<file path="config.mk">
export PLATFORM = sky130hd
export DESIGN_NAME = rraes_keys
export DESIGN_NICKNAME = d
export VERILOG_FILES = /design/src/hdl/rraes_pkg.sv /design/src/hdl/rraes_keys.sv
export SDC_FILE = /design/constraint.sdc
export NUM_CORES = 2
export LEC_CHECK = 0
export BUFFER_PORTS_ARGS = -buffer_cell sky130_fd_sc_hd__buf_2
export CAP_MARGIN = 5
export CORE_AREA = 2 2 330 332
export DETAILED_ROUTE_END_ITERATION = 7
export DIE_AREA = 0 0 332 334
export PLACE_DENSITY = 0.61
export RECOVER_POWER = 100
export SETUP_SLACK_MARGIN = 0.5
export SLEW_MARGIN = 20
export SYNTH_ARGS = -nofsm -noshare
export SYNTH_HDL_FRONTEND = slang
export SYNTH_SLANG_ARGS = --single-unit
</file>
<file path="constraint.sdc">
create_clock -name clock -period 1.5 [get_ports clock]
set_input_delay 0.3 -clock clock [delete_from_list [all_inputs] [get_ports clock]]
set_output_delay 0.3 -clock clock [all_outputs]
set_load 0.02 [all_outputs]
</file>
<file path="src/hdl/rraes_pkg.sv">
// Package: constants, types and round functions for the reduced-round AES unit.
`timescale 1ns / 1ps
package rraes_pkg;
   localparam int ROUNDS = 5;
   localparam int KEY_WORDS = 2 * (ROUNDS + 1);
   localparam int SLOT_W = 4;
   localparam int STAGES = ROUNDS + 1;
   localparam logic MODE_LOAD = 1'b0;
   localparam logic MODE_ENCRYPT = 1'b1;

   typedef logic [127:0] state_type;
   typedef logic [7:0] byte_type;

   localparam byte_type SBOX [256] = '{
   8'h63,8'h7c,8'h77,8'h7b,8'hf2,8'h6b,8'h6f,8'hc5,8'h30,8'h01,8'h67,8'h2b,8'hfe,8'hd7,8'hab,8'h76,
   8'hca,8'h82,8'hc9,8'h7d,8'hfa,8'h59,8'h47,8'hf0,8'had,8'hd4,8'ha2,8'haf,8'h9c,8'ha4,8'h72,8'hc0,
   8'hb7,8'hfd,8'h93,8'h26,8'h36,8'h3f,8'hf7,8'hcc,8'h34,8'ha5,8'he5,8'hf1,8'h71,8'hd8,8'h31,8'h15,
   8'h04,8'hc7,8'h23,8'hc3,8'h18,8'h96,8'h05,8'h9a,8'h07,8'h12,8'h80,8'he2,8'heb,8'h27,8'hb2,8'h75,
   8'h09,8'h83,8'h2c,8'h1a,8'h1b,8'h6e,8'h5a,8'ha0,8'h52,8'h3b,8'hd6,8'hb3,8'h29,8'he3,8'h2f,8'h84,
   8'h53,8'hd1,8'h00,8'hed,8'h20,8'hfc,8'hb1,8'h5b,8'h6a,8'hcb,8'hbe,8'h39,8'h4a,8'h4c,8'h58,8'hcf,
   8'hd0,8'hef,8'haa,8'hfb,8'h43,8'h4d,8'h33,8'h85,8'h45,8'hf9,8'h02,8'h7f,8'h50,8'h3c,8'h9f,8'ha8,
   8'h51,8'ha3,8'h40,8'h8f,8'h92,8'h9d,8'h38,8'hf5,8'hbc,8'hb6,8'hda,8'h21,8'h10,8'hff,8'hf3,8'hd2,
   8'hcd,8'h0c,8'h13,8'hec,8'h5f,8'h97,8'h44,8'h17,8'hc4,8'ha7,8'h7e,8'h3d,8'h64,8'h5d,8'h19,8'h73,
   8'h60,8'h81,8'h4f,8'hdc,8'h22,8'h2a,8'h90,8'h88,8'h46,8'hee,8'hb8,8'h14,8'hde,8'h5e,8'h0b,8'hdb,
   8'he0,8'h32,8'h3a,8'h0a,8'h49,8'h06,8'h24,8'h5c,8'hc2,8'hd3,8'hac,8'h62,8'h91,8'h95,8'he4,8'h79,
   8'he7,8'hc8,8'h37,8'h6d,8'h8d,8'hd5,8'h4e,8'ha9,8'h6c,8'h56,8'hf4,8'hea,8'h65,8'h7a,8'hae,8'h08,
   8'hba,8'h78,8'h25,8'h2e,8'h1c,8'ha6,8'hb4,8'hc6,8'he8,8'hdd,8'h74,8'h1f,8'h4b,8'hbd,8'h8b,8'h8a,
   8'h70,8'h3e,8'hb5,8'h66,8'h48,8'h03,8'hf6,8'h0e,8'h61,8'h35,8'h57,8'hb9,8'h86,8'hc1,8'h1d,8'h9e,
   8'he1,8'hf8,8'h98,8'h11,8'h69,8'hd9,8'h8e,8'h94,8'h9b,8'h1e,8'h87,8'he9,8'hce,8'h55,8'h28,8'hdf,
   8'h8c,8'ha1,8'h89,8'h0d,8'hbf,8'he6,8'h42,8'h68,8'h41,8'h99,8'h2d,8'h0f,8'hb0,8'h54,8'hbb,8'h16
   };

   function automatic byte_type xtime(input byte_type b);
      xtime = {b[6:0], 1'b0} ^ (b[7] ? 8'h1b : 8'h00);
   endfunction

   function automatic state_type sub_shift(input state_type s);
      state_type t;
      for (int c = 0; c < 4; c++) begin
         for (int r = 0; r < 4; r++) begin
            t[8*(r+4*c) +: 8] = SBOX[s[8*(r+4*((c+r)%4)) +: 8]];
         end
      end
      sub_shift = t;
   endfunction

   function automatic state_type mix_columns(input state_type s);
      state_type t;
      byte_type a0, a1, a2, a3, al;
      for (int c = 0; c < 4; c++) begin
         a0 = s[32*c +: 8];
         a1 = s[32*c+8 +: 8];
         a2 = s[32*c+16 +: 8];
         a3 = s[32*c+24 +: 8];
         al = a0 ^ a1 ^ a2 ^ a3;
         t[32*c +: 8] = a0 ^ al ^ xtime(a0 ^ a1);
         t[32*c+8 +: 8] = a1 ^ al ^ xtime(a1 ^ a2);
         t[32*c+16 +: 8] = a2 ^ al ^ xtime(a2 ^ a3);
         t[32*c+24 +: 8] = a3 ^ al ^ xtime(a3 ^ a0);
      end
      mix_columns = t;
   endfunction
endpackage

</file>
<file path="src/hdl/rraes_keys.sv">
// Round key store: twelve 64-bit words written by load transfers.
`timescale 1ns / 1ps
module rraes_keys
   import rraes_pkg::*;
(
   input  logic clock,
   input  logic reset,
   input  logic wr_en,
   input  logic [SLOT_W-1:0] wr_slot,
   input  logic [63:0] wr_data,
   output state_type round_key [STAGES]
);
   logic [63:0] key_ff [KEY_WORDS];
   logic [63:0] key_in [KEY_WORDS];

   always_comb begin
      key_in = key_ff;
      if (wr_en && 32'(wr_slot) < KEY_WORDS) begin
         key_in[wr_slot] = wr_data;
      end
   end

   always_ff @(posedge clock) begin
      if (reset) begin
         for (int i = 0; i < KEY_WORDS; i++) key_ff[i] <= '0;
      end else begin
         key_ff <= key_in;
      end
   end

   always_comb begin
      for (int r = 0; r < STAGES; r++) begin
         round_key[r] = {key_ff[2*r+1], key_ff[2*r]};
      end
   end
endmodule

</file>
==> results.cfg <==
[place]
dp_hpwl_um = 72700
globalplace.congestion = 0.786
placed_cell_area_um2 = 37400
numPortBuffers = 838

[cts]
clock_sinks = 768
clock_latency_ps = 640
cts_root_buf = clkbuf_16
cts_buffers = 85
tritoncts = built
ctsHtreeMaxLevel = 3
clockBufferDepth = 3
clkSlewWorstSetupHoldPaths_ps = 60

[worst_setup_path]
path_max_fanout = 2
cp-startpoint = round_key[648]$_SDFFE_PP0P_
worstPathRequired_ps = 1200
critPathCaptureType = output port
critPathArrivalTime_ps = 1250
reg2reg_depth = 4
slowest_stage = dfxtp_4
crit_cells = 1
ff2ff_setup_slack_ps = 660
cpPeakStageDelay_ps = 430
rr_endpoint = round_key[294]$_SDFFE_PP0P_
start_kind = register
crit_type = reg2out
crit_family = flip-flops
endpoint = round_key[648]
r2r-start = round_key[294]$_SDFFE_PP0P_
critPathBufInv = 1
crit_chain = buf_6

[power_and_ir_drop]
leakagePower_nw = 24.0
irDropWorstVdd_mv = 1.00
total_power_w = 0.0459
powerDensity_nw_per_um2 = 983

[final_layout]
seqCellArea_um2 = 15900
largest_reg_flops = 768
multi_input_area_um2 = 13200
layout-drive-gt1-share = 0.485
final_area_um2 = 46700
area_growth_pct = 58.4
nNetsFinal = 3949
fillers = 10400

[logic_synthesis]
yosys-mux-area-fraction = 0.261
ys_ff_latch = 768
synth_most_common_cell = nand2b_1
avgSynthCellArea_um2 = 11.2
ys_types = 15
synth-edff-count = 0
synth_common_cells = nand2b_1 (832), dfxtp_1 (768), mux2i_1 (768), clkbuf_1 (157), buf_2 (52)
synth_fa_ha_area_frac = 0
synth_top_area_frac = 0.522
synth_top_family_by_area = multiplexers
seq_area_frac_synth = 0.522
synth_xor_area_frac = 0
postSynthCellCount = 2624
synthesis.area_um2 = 29500
synth_compound_area_frac = 0
yosys_warnings = 0
synth_fp_nets = 2695
ys_top_cells_by_area = dfxtp_1 (52%), mux2i_1 (26%), nand2b_1 (18%)
yosysTopAreaCell = dfxtp_1
synthArstFlopShare = 0
ys.flop_type = dfxtp_1
synth-simple-area-share = 0.181

[drt]
vias_per_cell = 4.40
drt_iter0_drc = 905
dr.pass1.iters = 5
drc_errors = 0
vias = 23600
drt-wirelength-per-cell_um = 20.5
ant_nets = 0
drt_wl_total_um = 110000

[global_route]
grt_use_total = 0.186
grt_overflow = 0
antenna_found_initial = 2
grt_pass1_vias = 23700
grt_max_degree = 62
grt_pass1_wl_um = 157000

[sta]
skew_ps = 0
fin_crit_sh = 1.03
hold_viol = 0
hold_ws_ps = 82.6
setup_ws_ps = -46.7
fmax_ghz = 0.647
slew-limit-headroom = 0.374
post-route-min-period_ps = 1550
rsz0062_at_grt = true
worstMarginPinSlew_ps = 939
setup_violations = 17
slew_viol_final = 0

[die]
initial_core_util = 0.273
die_w_um = 332
io_pins = 839
core_area_um2 = 108000
dieArea_um2 = 111000
row_count = 121
die_h_um = 334

[outcome]
status = finished with violations
violations = negative setup slack

[hold_path]
holdCritPathClass = in2reg

[flow_run]
max-cap-violations = 0
-- cell families after synthesis --
| group | Yosys count |
|---|---|
| multiplexers | 768 |
| flip-flops | 768 |
| AND/OR/NAND/NOR | 853 |
| buffers and inverters | 235 |
-- power by group --
| group | switching, W | leakage (nW) | internal, W |
|---|---|---|---|
| clock network | 0.00888 | 1.43 | 0.0127 |
| logic | 0.00180 | 16.2 | 0.00156 |
| registers | 0.000189 | 6.39 | 0.0207 |
| total | 0.0109 | 24.0 | 0.0350 |
-- repair_timing --
action | CTS | global route
endpoints found under the hold margin | 5 | 0
hold buffers | 5 | 0
buffers inserted | 122 | 231
resized for setup | 2310 | 0
setup endpoints to repair | 768 | 768
-- placed cells by master, fill, tap and decap left out, types with 26 or more instances in the layout --
cell	instances
dfxtp_2	377
mux2i_1	768
clkbuf_1	42
clkbuf_4	26
clkbuf_2	40
buf_6	607
buf_12	37
buf_2	72
dfxtp_1	389
clkbuf_16	88
nand2b_1	816
buf_4	586
-- layer usage --
layer / track usage / part of all wire / vias up
li1: - / - / 11100
met1: 0.218 / 0.41 / 11600
met2: 0.318 / 0.49 / 716
met3: 0.0521 / 0.064 / 187
met4: 0.0766 / 0.037 / 2
met5: 0 / 0.000064 / -
-- worst min path at each step --
stage | start | to | slack, ps | cells past startpoint
final | wr_data[40] | round_key[232]$_SDFFE_PP0P_ | 80 | 3
after floorplan | wr_data[33] | round_key[97]$_SDFFE_PP0P_ | 460 | 2
after CTS | wr_data[34] | round_key[354]$_SDFFE_PP0P_ | 1 | 3
after global routing | wr_data[33] | round_key[609]$_SDFFE_PP0P_ | 50 | 3
after detailed placement | round_key[671]$_SDFFE_PP0P_ | round_key[671]$_SDFFE_PP0P_ | 460 | 2
after global placement | round_key[665]$_SDFFE_PP0P_ | round_key[665]$_SDFFE_PP0P_ | 450 | 2
-- worst reg2reg max path: cells and delay by family, from the launching register on --
| kind | cells | cell delay, ps |
|---|---|---|
| buffers and inverters | 2 | 250 |
| and+or+nand+nor | 1 | 60 |
| muxes | 1 | 60 |
| DFF | 1 | 320 |
-- area by class of cell --
class	count	area share
Sequential cell	768	0.340
Antenna cell	4	0.000215
Clock inverter	27	0.00748
Clock buffer	127	0.0548
Multi-Input combinational cell	1621	0.282
Tap cell	1414	0.0379
Timing Repair Buffer	1402	0.277
-- per-stage QoR --
| stage | utilization | setup WS (ps) | std cells | TNS [ps] |
|---|---|---|---|---|
| global placement | 0.347 | -77.8 | 4847 | -5470 |
| detailed placement | 0.347 | -93.2 | 4847 | -10940 |
| global route | 0.433 | -112 | 5359 | -3250 |
| CTS | 0.436 | -109 | 5128 | -165 |
| floorplan | - | 159 | 2624 | 0 |
| finish | 0.433 | -46.7 | 5363 | -244 |
(Power assumes the default switching activity.)
